**src/hw/rtl/mde_pkg.sv**
```systemverilog
// Package for the depth-first maze explorer: item types, codes and the turn function.
`timescale 1ns / 1ps
`default_nettype none

package mde_pkg;

  // Absolute headings.
  localparam logic [1:0] DIR_SOUTH = 2'd0;
  localparam logic [1:0] DIR_EAST  = 2'd1;
  localparam logic [1:0] DIR_NORTH = 2'd2;
  localparam logic [1:0] DIR_WEST  = 2'd3;

  // Turns made before driving forward.
  localparam logic [2:0] TURN_NONE        = 3'd0;
  localparam logic [2:0] TURN_LEFT        = 3'd1;
  localparam logic [2:0] TURN_RIGHT       = 3'd2;
  localparam logic [2:0] TURN_RIGHT_TWICE = 3'd3;
  localparam logic [2:0] TURN_LEFT_TWICE  = 3'd4;

  // Step outcomes.
  localparam logic [1:0] STATUS_ADVANCE = 2'd0;
  localparam logic [1:0] STATUS_BACK    = 2'd1;
  localparam logic [1:0] STATUS_GOAL    = 2'd2;
  localparam logic [1:0] STATUS_STUCK   = 2'd3;

  // Register indexes on the configuration port.
  localparam logic [1:0] REG_START_COL     = 2'd0;
  localparam logic [1:0] REG_START_ROW     = 2'd1;
  localparam logic [1:0] REG_START_HEADING = 2'd2;

  // Reset values of the registers.
  localparam logic [3:0] START_COL_RESET     = 4'd0;
  localparam logic [3:0] START_ROW_RESET     = 4'd0;
  localparam logic [1:0] START_HEADING_RESET = 2'd2;

  // Walls sensed at the current cell.
  typedef struct packed {
    logic wall_south;
    logic wall_east;
    logic wall_north;
    logic wall_west;
  } in_item_t;

  // One step result.
  typedef struct packed {
    logic [3:0] next_col;
    logic [3:0] next_row;
    logic [1:0] new_heading;
    logic [2:0] turn_code;
    logic [1:0] step_status;
  } out_item_t;

  // Turn needed to go from one heading to another; a half turn towards
  // west is made to the left, any other half turn to the right.
  function automatic logic [2:0] turn_for(input logic [1:0] from_dir,
                                          input logic [1:0] to_dir);
    logic [1:0] diff;
    logic [2:0] turn;
    diff = to_dir - from_dir;
    case (diff)
      2'd0: turn = TURN_NONE;
      2'd1: turn = TURN_LEFT;
      2'd3: turn = TURN_RIGHT;
      default: turn = (to_dir == DIR_WEST) ? TURN_LEFT_TWICE : TURN_RIGHT_TWICE;
    endcase
    return turn;
  endfunction

endpackage

`default_nettype wire

```
**src/hw/rtl/maze_dfs_explorer.sv**
```systemverilog
// Top level of the depth-first maze explorer step engine.
//
//   Channel   Direction  Handshake               Payload
//   in        sink       in_valid / in_stall     mde_pkg::in_item_t  (four wall bits)
//   out       source     out_valid / out_stall   mde_pkg::out_item_t (cell, heading, turn, status)
//   config    APB slave  psel / penable / pready start_col, start_row, start_heading
//
// A step that moves runs through the states FETCH_SE and FETCH_NW, which read the neighbours'
// visited bits from the map memory (two read ports) and the parent entry from the stack memory,
// and READY, which decides and writes back. A goal or stuck step changes nothing and stays in READY.
// After reset and after every write to one of the three registers a clearing pass rewrites
// all 2**(2*ceil(log2 GRID_SIZE)) visited-map entries (256 at the default size); in_stall is high meanwhile.
// One item waits in an input register while a step is prepared; the result register holds
// a stalled transfer without blocking the next fetch.
`timescale 1ns / 1ps
`default_nettype none

module maze_dfs_explorer #(
  parameter int GRID_SIZE = 16
) (
  input  wire                 clk,
  input  wire                 rst,
  input  wire                 in_valid,
  output logic                in_stall,
  input  mde_pkg::in_item_t   in_item,
  output logic                out_valid,
  input  wire                 out_stall,
  output mde_pkg::out_item_t  out_item,
  input  wire                 psel,
  input  wire                 penable,
  input  wire                 pwrite,
  input  wire  [3:0]          paddr,
  input  wire  [31:0]         pwdata,
  output logic [31:0]         prdata,
  output logic                pready
);

  localparam int CW        = $clog2(GRID_SIZE);
  localparam int AW        = 2 * CW;
  localparam int CELLS     = GRID_SIZE * GRID_SIZE;
  localparam int SW        = $clog2(CELLS);
  localparam int DW        = $clog2(CELLS + 1);
  localparam int MAP_DEPTH = 1 << AW;
  localparam int GOAL_LO   = GRID_SIZE / 2 - 1;
  localparam int GOAL_HI   = GRID_SIZE / 2;

  typedef enum logic [1:0] {
    ST_CLEAR,
    ST_FETCH_SE,
    ST_FETCH_NW,
    ST_READY
  } state_t;

  state_t state;

  // Configuration registers.
  logic [3:0] start_col;
  logic [3:0] start_row;
  logic [1:0] start_heading;

  // Exploration state.
  logic [CW-1:0] cur_col;
  logic [CW-1:0] cur_row;
  logic [1:0]    heading;
  logic [DW-1:0] depth;
  logic [AW-1:0] clr_addr;
  logic          vis_s;
  logic          vis_e;

  // Input register.
  logic               buf_full;
  mde_pkg::in_item_t  buf_item;

  // Memories and their ports.
  logic          vis_mem [MAP_DEPTH];
  logic          vis_we;
  logic [AW-1:0] vis_waddr;
  logic          vis_wdata;
  logic          vis_re;
  logic [AW-1:0] vis_raddr_a;
  logic [AW-1:0] vis_raddr_b;
  logic          vis_rd_a;
  logic          vis_rd_b;

  logic [AW-1:0] stk_mem [CELLS];
  logic          stk_we;
  logic [SW-1:0] stk_waddr;
  logic [AW-1:0] stk_wdata;
  logic          stk_re;
  logic [SW-1:0] stk_raddr;
  logic [AW-1:0] stk_rd;

  // Step decision.
  logic          cfg_write;
  logic          fire;
  logic [CW-1:0] seed_col;
  logic [CW-1:0] seed_row;
  logic [CW-1:0] par_col;
  logic [CW-1:0] par_row;
  logic [3:0]    avail;
  logic          is_goal;
  logic          moved;
  logic          pushed;
  logic [CW-1:0] nxt_col;
  logic [CW-1:0] nxt_row;
  logic [1:0]    nxt_heading;
  logic [2:0]    nxt_turn;
  logic [1:0]    nxt_status;
  logic [DW-1:0] depth_next;

  assign pready    = 1'b1;
  assign cfg_write = psel && penable && pwrite;
  assign in_stall  = (state == ST_CLEAR) || buf_full;
  assign fire      = (state == ST_READY) && buf_full && (!out_valid || !out_stall);

  // Register read-back.
  always_comb begin
    case (paddr[3:2])
      mde_pkg::REG_START_COL:     prdata = {28'd0, start_col};
      mde_pkg::REG_START_ROW:     prdata = {28'd0, start_row};
      mde_pkg::REG_START_HEADING: prdata = {30'd0, start_heading};
      default:                    prdata = 32'd0;
    endcase
  end

  // Start cell, saturated to the grid.
  assign seed_col = (int'(start_col) >= GRID_SIZE) ? CW'(GRID_SIZE - 1) : CW'(start_col);
  assign seed_row = (int'(start_row) >= GRID_SIZE) ? CW'(GRID_SIZE - 1) : CW'(start_row);

  // The stack holds each cell as row above column.
  assign par_row = stk_rd[AW-1:CW];
  assign par_col = stk_rd[CW-1:0];

  // Pick the first open, in-grid, unvisited neighbour; otherwise step back to the parent.
  always_comb begin
    is_goal = ((cur_col == CW'(GOAL_LO)) || (cur_col == CW'(GOAL_HI))) &&
              ((cur_row == CW'(GOAL_LO)) || (cur_row == CW'(GOAL_HI)));
    avail[0] = !buf_item.wall_south && (cur_row != '0) && !vis_s;
    avail[1] = !buf_item.wall_east && (cur_col < CW'(GRID_SIZE - 1)) && !vis_e;
    avail[2] = !buf_item.wall_north && (cur_row < CW'(GRID_SIZE - 1)) && !vis_rd_a;
    avail[3] = !buf_item.wall_west && (cur_col != '0) && !vis_rd_b;
    if (depth >= DW'(CELLS)) begin
      avail = 4'b0000;
    end
    nxt_col     = cur_col;
    nxt_row     = cur_row;
    nxt_heading = heading;
    nxt_turn    = mde_pkg::TURN_NONE;
    nxt_status  = mde_pkg::STATUS_STUCK;
    moved       = 1'b0;
    pushed      = 1'b0;
    depth_next  = depth;
    if (is_goal) begin
      nxt_status = mde_pkg::STATUS_GOAL;
    end else if (avail != 4'b0000) begin
      moved      = 1'b1;
      pushed     = 1'b1;
      depth_next = depth + 1'b1;
      nxt_status = mde_pkg::STATUS_ADVANCE;
      if (avail[0]) begin
        nxt_row     = cur_row - 1'b1;
        nxt_heading = mde_pkg::DIR_SOUTH;
      end else if (avail[1]) begin
        nxt_col     = cur_col + 1'b1;
        nxt_heading = mde_pkg::DIR_EAST;
      end else if (avail[2]) begin
        nxt_row     = cur_row + 1'b1;
        nxt_heading = mde_pkg::DIR_NORTH;
      end else begin
        nxt_col     = cur_col - 1'b1;
        nxt_heading = mde_pkg::DIR_WEST;
      end
      nxt_turn = mde_pkg::turn_for(heading, nxt_heading);
    end else if (depth > DW'(1)) begin
      moved      = 1'b1;
      depth_next = depth - 1'b1;
      nxt_status = mde_pkg::STATUS_BACK;
      nxt_col    = par_col;
      nxt_row    = par_row;
      if (par_row < cur_row) begin
        nxt_heading = mde_pkg::DIR_SOUTH;
      end else if (par_row > cur_row) begin
        nxt_heading = mde_pkg::DIR_NORTH;
      end else if (par_col > cur_col) begin
        nxt_heading = mde_pkg::DIR_EAST;
      end else if (par_col < cur_col) begin
        nxt_heading = mde_pkg::DIR_WEST;
      end
      nxt_turn = mde_pkg::turn_for(heading, nxt_heading);
    end
  end

  // Memory port control: the clearing pass, the neighbour fetches and the write-back.
  always_comb begin
    vis_we      = 1'b0;
    vis_waddr   = {nxt_col, nxt_row};
    vis_wdata   = 1'b1;
    vis_re      = 1'b0;
    vis_raddr_a = {cur_col, cur_row - 1'b1};
    vis_raddr_b = {cur_col + 1'b1, cur_row};
    stk_we      = 1'b0;
    stk_waddr   = depth[SW-1:0];
    stk_wdata   = {nxt_row, nxt_col};
    stk_re      = 1'b0;
    stk_raddr   = SW'(depth - DW'(2));
    case (state)
      ST_CLEAR: begin
        vis_we    = 1'b1;
        vis_waddr = clr_addr;
        vis_wdata = (clr_addr == {seed_col, seed_row});
        stk_we    = 1'b1;
        stk_waddr = '0;
        stk_wdata = {seed_row, seed_col};
      end
      ST_FETCH_SE: begin
        vis_re = 1'b1;
        stk_re = 1'b1;
      end
      ST_FETCH_NW: begin
        vis_re      = 1'b1;
        vis_raddr_a = {cur_col, cur_row + 1'b1};
        vis_raddr_b = {cur_col - 1'b1, cur_row};
      end
      ST_READY: begin
        vis_we = fire && pushed;
        stk_we = fire && pushed;
      end
      default: begin
        vis_we = 1'b0;
      end
    endcase
  end

  // Visited map: one write port, two registered read ports.
  always_ff @(posedge clk) begin
    if (vis_we) begin
      vis_mem[vis_waddr] <= vis_wdata;
    end
    if (vis_re) begin
      vis_rd_a <= vis_mem[vis_raddr_a];
      vis_rd_b <= vis_mem[vis_raddr_b];
    end
  end

  // Path stack: one write port, one registered read port.
  always_ff @(posedge clk) begin
    if (stk_we) begin
      stk_mem[stk_waddr] <= stk_wdata;
    end
    if (stk_re) begin
      stk_rd <= stk_mem[stk_raddr];
    end
  end

  // Sequencer, exploration state, input register and result register.
  always_ff @(posedge clk) begin
    if (rst) begin
      state         <= ST_CLEAR;
      clr_addr      <= '0;
      start_col     <= mde_pkg::START_COL_RESET;
      start_row     <= mde_pkg::START_ROW_RESET;
      start_heading <= mde_pkg::START_HEADING_RESET;
      buf_full      <= 1'b0;
      out_valid     <= 1'b0;
    end else begin
      if (cfg_write) begin
        case (paddr[3:2])
          mde_pkg::REG_START_COL:     start_col     <= pwdata[3:0];
          mde_pkg::REG_START_ROW:     start_row     <= pwdata[3:0];
          mde_pkg::REG_START_HEADING: start_heading <= pwdata[1:0];
          default:                    start_col     <= start_col;
        endcase
        if (paddr[3:2] != 2'd3) begin
          state    <= ST_CLEAR;
          clr_addr <= '0;
        end
      end else begin
        case (state)
          ST_CLEAR: begin
            cur_col  <= seed_col;
            cur_row  <= seed_row;
            heading  <= start_heading;
            depth    <= DW'(1);
            clr_addr <= clr_addr + 1'b1;
            if (clr_addr == '1) begin
              state <= ST_FETCH_SE;
            end
          end
          ST_FETCH_SE: begin
            state <= ST_FETCH_NW;
          end
          ST_FETCH_NW: begin
            vis_s <= vis_rd_a;
            vis_e <= vis_rd_b;
            state <= ST_READY;
          end
          ST_READY: begin
            if (fire && moved) begin
              cur_col <= nxt_col;
              cur_row <= nxt_row;
              heading <= nxt_heading;
              depth   <= depth_next;
              state   <= ST_FETCH_SE;
            end
          end
          default: begin
            state <= ST_CLEAR;
          end
        endcase
      end

      // Input transfer into the waiting register.
      if (in_valid && !in_stall) begin
        buf_item <= in_item;
        buf_full <= 1'b1;
      end else if (fire) begin
        buf_full <= 1'b0;
      end

      // Result register.
      if (fire) begin
        out_valid            <= 1'b1;
        out_item.next_col    <= 4'(nxt_col);
        out_item.next_row    <= 4'(nxt_row);
        out_item.new_heading <= nxt_heading;
        out_item.turn_code   <= nxt_turn;
        out_item.step_status <= nxt_status;
      end else if (out_valid && !out_stall) begin
        out_valid <= 1'b0;
      end
    end
  end

endmodule

`default_nettype wire

```
**config.mk**
```make
export PLATFORM = sky130hd
export DESIGN_NAME = maze_dfs_explorer
export DESIGN_NICKNAME = d
export VERILOG_FILES = /design/src/hw/rtl/mde_pkg.sv /design/src/hw/rtl/maze_dfs_explorer.sv
export SDC_FILE = /design/constraint.sdc
export NUM_CORES = 2
export LEC_CHECK = 0
export ABC_CLOCK_PERIOD_IN_PS = 18780
export BUFFER_PORTS_ARGS = -buffer_cell sky130_fd_sc_hd__buf_4
export CAP_MARGIN = 10
export CELL_PAD_IN_SITES_DETAIL_PLACEMENT = 1
export CELL_PAD_IN_SITES_GLOBAL_PLACEMENT = 2
export CORE_MARGIN = 2
export CORE_UTILIZATION = 30
export CTS_CLUSTER_DIAMETER = 100
export DETAILED_ROUTE_END_ITERATION = 8
export GPL_ROUTABILITY_DRIVEN = 0
export PLACE_DENSITY_LB_ADDON = 0.1
export SETUP_SLACK_MARGIN = 0.15
export SLEW_MARGIN = 20
export SYNTH_ARGS = -nofsm -noshare
export SYNTH_HDL_FRONTEND = slang
export SYNTH_SLANG_ARGS = --single-unit
export TNS_END_PERCENT = 30
```
**constraint.sdc**
```tcl
create_clock -name clk -period 18.78 [get_ports clk]
set_input_delay 1.878 -clock clk [delete_from_list [all_inputs] [get_ports clk]]
set_output_delay 1.878 -clock clk [all_outputs]
set_load 0.02 [all_outputs]
```
======== After elaboration in Yosys (flattened, before gate mapping) ========
Memories as Yosys holds them, arrays and structs flattened. A register that Yosys moved wholly into a read port is not among the register bits.
Cells that the tools add are included.
word-level totals
  bits in registers ....................... 62
  memory bits (writable) .................. 2,304
  input port bits ......................... 47
  output and inout bits ................... 50
  logic and storage cells ................. 200
  memories ................................ 2
cells by class
  $add $sub $neg .......................... 10
  magnitude comparators ................... 8
  equality and inequality tests ........... 24
  multiplexer cells ....................... 76
  bitwise operators ....................... 2
  reduce and logical (&&, ||, !) cells .... 55
memory list
  memory   depth  width  rd ports  clocked after memory_dff  write ports  line                     source
  stk_mem  256    8      1         1                         1            maze_dfs_explorer.sv:85  logic [AW-1:0] stk_mem [CELLS];
  vis_mem  256    1      2         2                         1            maze_dfs_explorer.sv:75  logic vis_mem [MAP_DEPTH];
operator list
  cell                   count
  $mux W4                16
  $mux W8                7
  $mux W2                21
  $mux W9                4
  $pmux W3 S3            2
  $pmux W9 S2            1
  $logic_and A1 B1 Y1    17
  $pmux W4 S2            2
  $mux W1                15
  $eq A2 B2 Y1 const B   7
  $mux W3                4
  $pmux W4 S3            1
  $reduce_and A2 Y1      6
  $reduce_bool A4 Y1     3
  $logic_not A1 Y1       11
  $add A9 B1 Y9 const B  1
  $ge A9 B9 Y1 const B   1
  $gt A9 B1 Y1 const B   1
  $sub A9 B1 Y9 const B  1
  $add A4 B1 Y4 const B  2
  $add A8 B1 Y8 const B  1
  $eq A2 B1 Y1 const B   4
  $eq A4 B3 Y1 const B   2
  $eq A4 B4 Y1 const B   2
  23 further kinds       43

======== Logic depth before layout (Yosys ltp) ========
  depth after elaboration ................. 13
  depth in mapped cells ................... 17
  depth with buffers taken out ............ 13

======== Worst setup path after synthesis ========
OpenSTA, ideal clock, no wires.
  kind .................................... flip-flop to flip-flop
  start ................................... register cur_row[0]
  end ..................................... memory stk_mem[0][5] (netlist name), data pin
  library setup time ...................... 2,189 ps
  arrival ................................. 12,952 ps
  required time ........................... 16,591 ps
  slack ................................... 3,639 ps
  stages on the path, launching flop included .. 15
  cells stage by stage .................... edfxtp_1 > clkbuf_1 > inv_1 > buf_2 > buf_1 > ha_1 > nor3b_2 > or2_0 > clkbuf_1 > nor2_1 > o21ai_0 > a21oi_1 > or2_1 > clkbuf_1 > o21ai_0
between the ends
  word-level cells in the longest chain between the ends .. 10
  elaborated cells on any way between the ends .. 20
  classes of those cells .................. add/sub: 2; order compare: 1; eq/ne: 2; mux: 7; reduce/logical: 8
ends and longest elaborated chain
  item                               line                      source
  start, declared                    maze_dfs_explorer.sv:63   logic [CW-1:0] cur_row;
  start signal, assigned             maze_dfs_explorer.sv:281  cur_row <= seed_row;
  start signal, assigned             maze_dfs_explorer.sv:300  cur_row <= nxt_row;
  $lt A4 B4 Y1                       maze_dfs_explorer.sv:140  avail[2] = !buf_item.wall_north && (cur_row < CW'(GRID_SIZE - 1)) && !vis_rd_a;
  $logic_and A1 B1 Y1 (2 in series)  maze_dfs_explorer.sv:140
  $mux W4                            maze_dfs_explorer.sv:142  if (depth >= DW'(CELLS)) begin
  $mux W4                            maze_dfs_explorer.sv:166  end else if (avail[2]) begin
  $mux W4                            maze_dfs_explorer.sv:163  end else if (avail[1]) begin
  $mux W4                            maze_dfs_explorer.sv:160  if (avail[0]) begin
  $mux W4                            maze_dfs_explorer.sv:155  end else if (avail != 4'b0000) begin
  $mux W4 *                          maze_dfs_explorer.sv:153  if (is_goal) begin
  $mux W8 *                          maze_dfs_explorer.sv:206  case (state)
  net stk_wdata[5]                   maze_dfs_explorer.sv:88   logic [AW-1:0] stk_wdata;
  end, declared                      maze_dfs_explorer.sv:85
The timed path passes the listed nets; every way through them passes the cells marked *.

======== Final worst setup path ========
  start ................................... register cur_col[1]
  end ..................................... memory stk_mem[146][6] (netlist name), data pin
between the ends
  word-level cells in the longest chain between the ends .. 9
  elaborated cells on any way between the ends .. 17
  classes of those cells .................. order compare: 1; eq/ne: 2; mux: 6; reduce/logical: 8
ends and longest elaborated chain
  item                               line                      source
  start, declared                    maze_dfs_explorer.sv:62   logic [CW-1:0] cur_col;
  start signal, assigned             maze_dfs_explorer.sv:280  cur_col <= seed_col;
  start signal, assigned             maze_dfs_explorer.sv:299  cur_col <= nxt_col;
  $lt A4 B4 Y1                       maze_dfs_explorer.sv:139  avail[1] = !buf_item.wall_east && (cur_col < CW'(GRID_SIZE - 1)) && !vis_e;
  $logic_and A1 B1 Y1 (2 in series)  maze_dfs_explorer.sv:139
  $mux W4                            maze_dfs_explorer.sv:142
  $mux W4                            maze_dfs_explorer.sv:163
  $mux W4                            maze_dfs_explorer.sv:160
  $mux W4                            maze_dfs_explorer.sv:155
  $mux W4 *                          maze_dfs_explorer.sv:153
  net nxt_row[2]                     maze_dfs_explorer.sv:105  logic [CW-1:0] nxt_row;
  $mux W8 *                          maze_dfs_explorer.sv:206
  net stk_wdata[6]                   maze_dfs_explorer.sv:88
Marked as above.

==> impl.org <==
** Worst setup path
- Worst reg2reg setup slack :: 12090 ps
- The number of cells on the worst reg-to-reg path is 12.
- Of all nets on the critical path, the largest fanout is 113.
- Worst r2r src :: cur_col[1]
- Worst Path Required :: 19340 ps
- Data arrival time at the worst-slack endpoint :: between 7000 and 8000 ps
- Type of origin of the critical path :: register
- R2R Path End :: stk_mem[146][6]
- Worst Path Class, Setup :: register to register
- Endpoint kind of the worst setup timing path :: register

** Drt
- For this run, design rule violations remaining after detail routing come to 0.
- Number of violations reported at the end of detailed-routing iteration 0 :: 3282
- After detailed routing, the average wire length per cell comes to 30.5 µm.
- Wire length reported by the detailed router :: 283 mm
- For this block, the via count after detailed routing is about 47k.
- Routed Antenna Nets :: 0
- First-pass detailed-route iteration total :: 5
- Using the TritonRoute via totals, the vias-per-cell ratio works out to 5.02.

** Layout
- Commonest cells after routing, fill and taps aside :: sky130_fd_sc_hd__edfxtp_1, sky130_fd_sc_hd__mux4_2, sky130_fd_sc_hd__nor2_1, sky130_fd_sc_hd__clkbuf_16, sky130_fd_sc_hd__buf_4
- In the final layout, the share of cells above drive strength 1 is 28.1%.
- The finished layout holds 9300 standard cells, fillers aside.
- Most common cell after layout, fill and taps aside :: sky130_fd_sc_hd__edfxtp_1
- After the last flow step, the layout net total stands at 4851.
- Area growth from synthesis to layout :: 14.6%

** Clocking
- TritonCTS built the clock tree.
- Post-cts gate resize count :: 0
- Root Buffer :: sky130_fd_sc_hd__clkbuf_16
- After clock tree synthesis, the setup repair step added 0 buffers.
- The clock drives 2376 sinks.
- Max H-tree Level :: 5
- In this run, CTS created clock tree buffers numbering 282.
- After clock tree synthesis, the clock-pin slew on the worst setup and hold paths is 60 ps.
- Maximum root-to-sink buffer count :: 4
- For this design, the CTS-stage hold fixing added 0 buffers.
- The later pin in the worst-skew pair is clocked with a latency of 870 ps.

** Placement
- Number of cells after detailed placement :: 8799
- Total of buffers placed on input and output ports :: 37
- Timing analysis after detailed placement gives a worst setup slack of between 10000 and 15000 ps.
- Half-perimeter wire length of the detailed placement result :: between 150 and 200 mm

** Synth
- The synthesized netlist occupies a cell area of 97200 µm².
- Distinct cell type count after synthesis :: 81
- Share of flip-flops with an asynchronous set or reset after synthesis :: 0%
- After synthesis, flip-flops and latches occupy around 73% of the total area.
- FF+latch count, synth :: between 2k and 2.5k
- Number of flops mapped to enable cells by yosys :: 2354
- Average instance area after synthesis :: 20.9 µm²
- In the synthesized netlist the dominant register cell turns out to be sky130_fd_sc_hd__edfxtp_1.
- Gate count after technology mapping :: about 4.7k
- For this run, the number of Yosys warnings is 0.

** Pwr
- Across the VDD grid, the largest voltage drop is 127 µV.
- Pwr/cell area :: 123 nW/µm²
- Summed over all cells, the static leakage comes to approximately 34 nW.
- Total power after layout :: 13.7 mW

** Floorplanning
- Die width :: 573 µm
- IO Pins :: 97
- The initial utilization of the core area, before any placement, comes to 30.2%.
- Number of core rows :: around 210
- Die area :: 328000 µm²
- Floorplan Core Area :: between 300000 and 400000 µm²
- Measured along the y axis, the die boundary spans between 500 and 600 µm.

** STA
- Number of slew-limit violations in the final report :: 0
- Hold Slack :: 433 ps
- Based on the critical path, the design can be clocked at up to 150 MHz.
- Unrepaired setup endpoints after global routing :: no
- Endpoints failing hold :: 0
- Clock skew on the completed layout was measured at 40.3 ps.
- Setup violations remaining at the end of the flow were counted as 0.
- After layout, the worst setup slack is 12090 ps.
- Minimum period implied by the final worst setup slack :: 6690 ps
- For the pin with the worst max-slew slack, the measured transition is 1110 ps.
- Final clock period utilization by the worst path :: 35.6%
- For the final routed database, the setup TNS stands at 0 ps.
- Slew margin rel. :: 25.5%

** Global routing
- The via count of the first global-routing pass was 50.3k.
- Global-route usage over all layers :: 17.1%
- Largest net degree at the start of global routing :: 253
- After global routing the overflow that remains totals 0.
- Antenna violations before repair :: 25
- Global-route wire length before repair :: 401 mm

** Run
- Max Cap Violations :: 0

** Hold path
- Hold path startpoint :: vis_rd_b
- Number of cells on the worst hold path :: 0
- The worst hold path terminates at vis_e.
- HP Class :: register to register

** Run status
- Run status :: completed
-- layer usage --
| layer | GRT usage [%] | routed length (µm) |
|---|---|---|
| met1 | 23.9 | 127000 |
| met2 | 27.3 | 135000 |
| met3 | 2.87 | 13300 |
| met4 | 4.95 | 7960 |
| met5 | 0 | 20 |
-- where the power goes --
part	total, mW	switching, mW	internal [mW]
Combinational	2.25	1.58	0.669
Sequential	6.32	0.0376	6.28
Clock	5.17	2.19	2.98
Total	13.7	3.81	9.93
-- critical path: stages, from the launching register on --
cell                        delay [ps]
sky130_fd_sc_hd__edfxtp_1          790
sky130_fd_sc_hd__clkinv_1          590
sky130_fd_sc_hd__ha_1              450
sky130_fd_sc_hd__nor3b_2           210
sky130_fd_sc_hd__o2bb2ai_1         480
sky130_fd_sc_hd__or2_1             300
sky130_fd_sc_hd__buf_4             290
sky130_fd_sc_hd__a32oi_1           160
sky130_fd_sc_hd__a2bb2oi_2         280
sky130_fd_sc_hd__inv_2             250
sky130_fd_sc_hd__mux2_8            600
sky130_fd_sc_hd__buf_4             920
sky130_fd_sc_hd__buf_4             650
-- registers in the layout, indices dropped and copies added, names as in the netlist, 2 cells and up --
| name | flops |
|---|---|
| start_heading | 2 |
| cur_row | 4 |
| clr_addr | 8 |
| stk_mem | 2048 |
| buf_item | 4 |
| seed_row | 4 |
| depth | 9 |
| stk_rd | 8 |
| state | 2 |
| heading | 2 |
| seed_col | 4 |
| vis_mem | 256 |
| cur_col | 4 |
| out_item | 15 |
-- worst max-delay path by stage --
stage | from | depth (start not counted) | endpoint | slack [ps]
after floorplan | cur_row[0] | 14 | stk_mem[0][5] | 3640
after detailed placement | cur_col[1] | 12 | stk_mem[88][3] | 11900
after global routing | cur_col[1] | 12 | stk_mem[77][3] | 11620
after CTS | cur_col[1] | 12 | stk_mem[94][3] | 11860
after global placement | cur_col[1] | 11 | stk_mem[88][0] | 11990
final | cur_col[1] | 12 | stk_mem[146][6] | 12090
-- synth_stat cells, types with 5 or more instances --
cell | instances | share of area (%)
sky130_fd_sc_hd__nor2b_1 | 13 | 0.084
sky130_fd_sc_hd__clkbuf_1 | 185 | 0.71
sky130_fd_sc_hd__inv_1 | 23 | 0.089
sky130_fd_sc_hd__xnor2_1 | 25 | 0.23
sky130_fd_sc_hd__nand3_1 | 25 | 0.13
sky130_fd_sc_hd__a22oi_1 | 18 | 0.14
sky130_fd_sc_hd__or3_1 | 9 | 0.058
sky130_fd_sc_hd__mux2i_1 | 47 | 0.48
sky130_fd_sc_hd__nand4_1 | 10 | 0.064
sky130_fd_sc_hd__a31oi_1 | 11 | 0.071
sky130_fd_sc_hd__nand2b_1 | 8 | 0.052
sky130_fd_sc_hd__nand2_1 | 80 | 0.31
sky130_fd_sc_hd__mux4_2 | 820 | 19
sky130_fd_sc_hd__buf_4 | 31 | 0.24
sky130_fd_sc_hd__dfxtp_1 | 22 | 0.45
sky130_fd_sc_hd__nor3b_1 | 9 | 0.070
sky130_fd_sc_hd__mux2_2 | 12 | 0.14
sky130_fd_sc_hd__nor2_1 | 555 | 2.1
sky130_fd_sc_hd__buf_2 | 40 | 0.21
sky130_fd_sc_hd__xor2_1 | 11 | 0.099
sky130_fd_sc_hd__o21ai_0 | 36 | 0.19
sky130_fd_sc_hd__and3_1 | 8 | 0.052
sky130_fd_sc_hd__buf_1 | 68 | 0.26
sky130_fd_sc_hd__a32oi_1 | 14 | 0.13
sky130_fd_sc_hd__a211oi_1 | 11 | 0.085
sky130_fd_sc_hd__nand3b_1 | 9 | 0.070
sky130_fd_sc_hd__nor3_1 | 33 | 0.17
sky130_fd_sc_hd__a32oi_2 | 6 | 0.10
sky130_fd_sc_hd__edfxtp_1 | 2354 | 73
sky130_fd_sc_hd__ha_1 | 25 | 0.32
sky130_fd_sc_hd__inv_2 | 5 | 0.019
sky130_fd_sc_hd__and2_1 | 10 | 0.064
sky130_fd_sc_hd__a21oi_1 | 34 | 0.18
sky130_fd_sc_hd__o22ai_1 | 5 | 0.032
-- per-stage QoR --
stage,area (µm²),util [%]
after global routing,111000,34.6
after CTS,111000,34.6
after floorplan,97300,-
after detailed placement,103000,32.0
after global placement,103000,31.9
final,111000,34.6
-- cell families (layout without fill, tap and decap cells) --
logic type	after synthesis	count (layout)	synth area share, %
muxes	879	879	19.6
xor gates and xnor gates	36	36	0.325
AOI/OAI and AO/OA	190	190	1.49
buffers and inverters	354	658	1.54
DFF	2376	2376	73.2
other	2	35	0.00773
adders and majority gates	25	25	0.322
and+or+nand+nor	796	796	3.49
-- area by class of cell --
class	count	area (µm²)
Antenna cell	6	15.0
Clock buffer	358	7470
Clock inverter	136	1040
Fill cell	31400	210000
Inverter	30	115
Multi-Input combinational cell	1955	25000
Sequential cell	2376	71100
Tap cell	4305	5390
Timing Repair Buffer	134	1200
(Power assumes the default switching activity.)
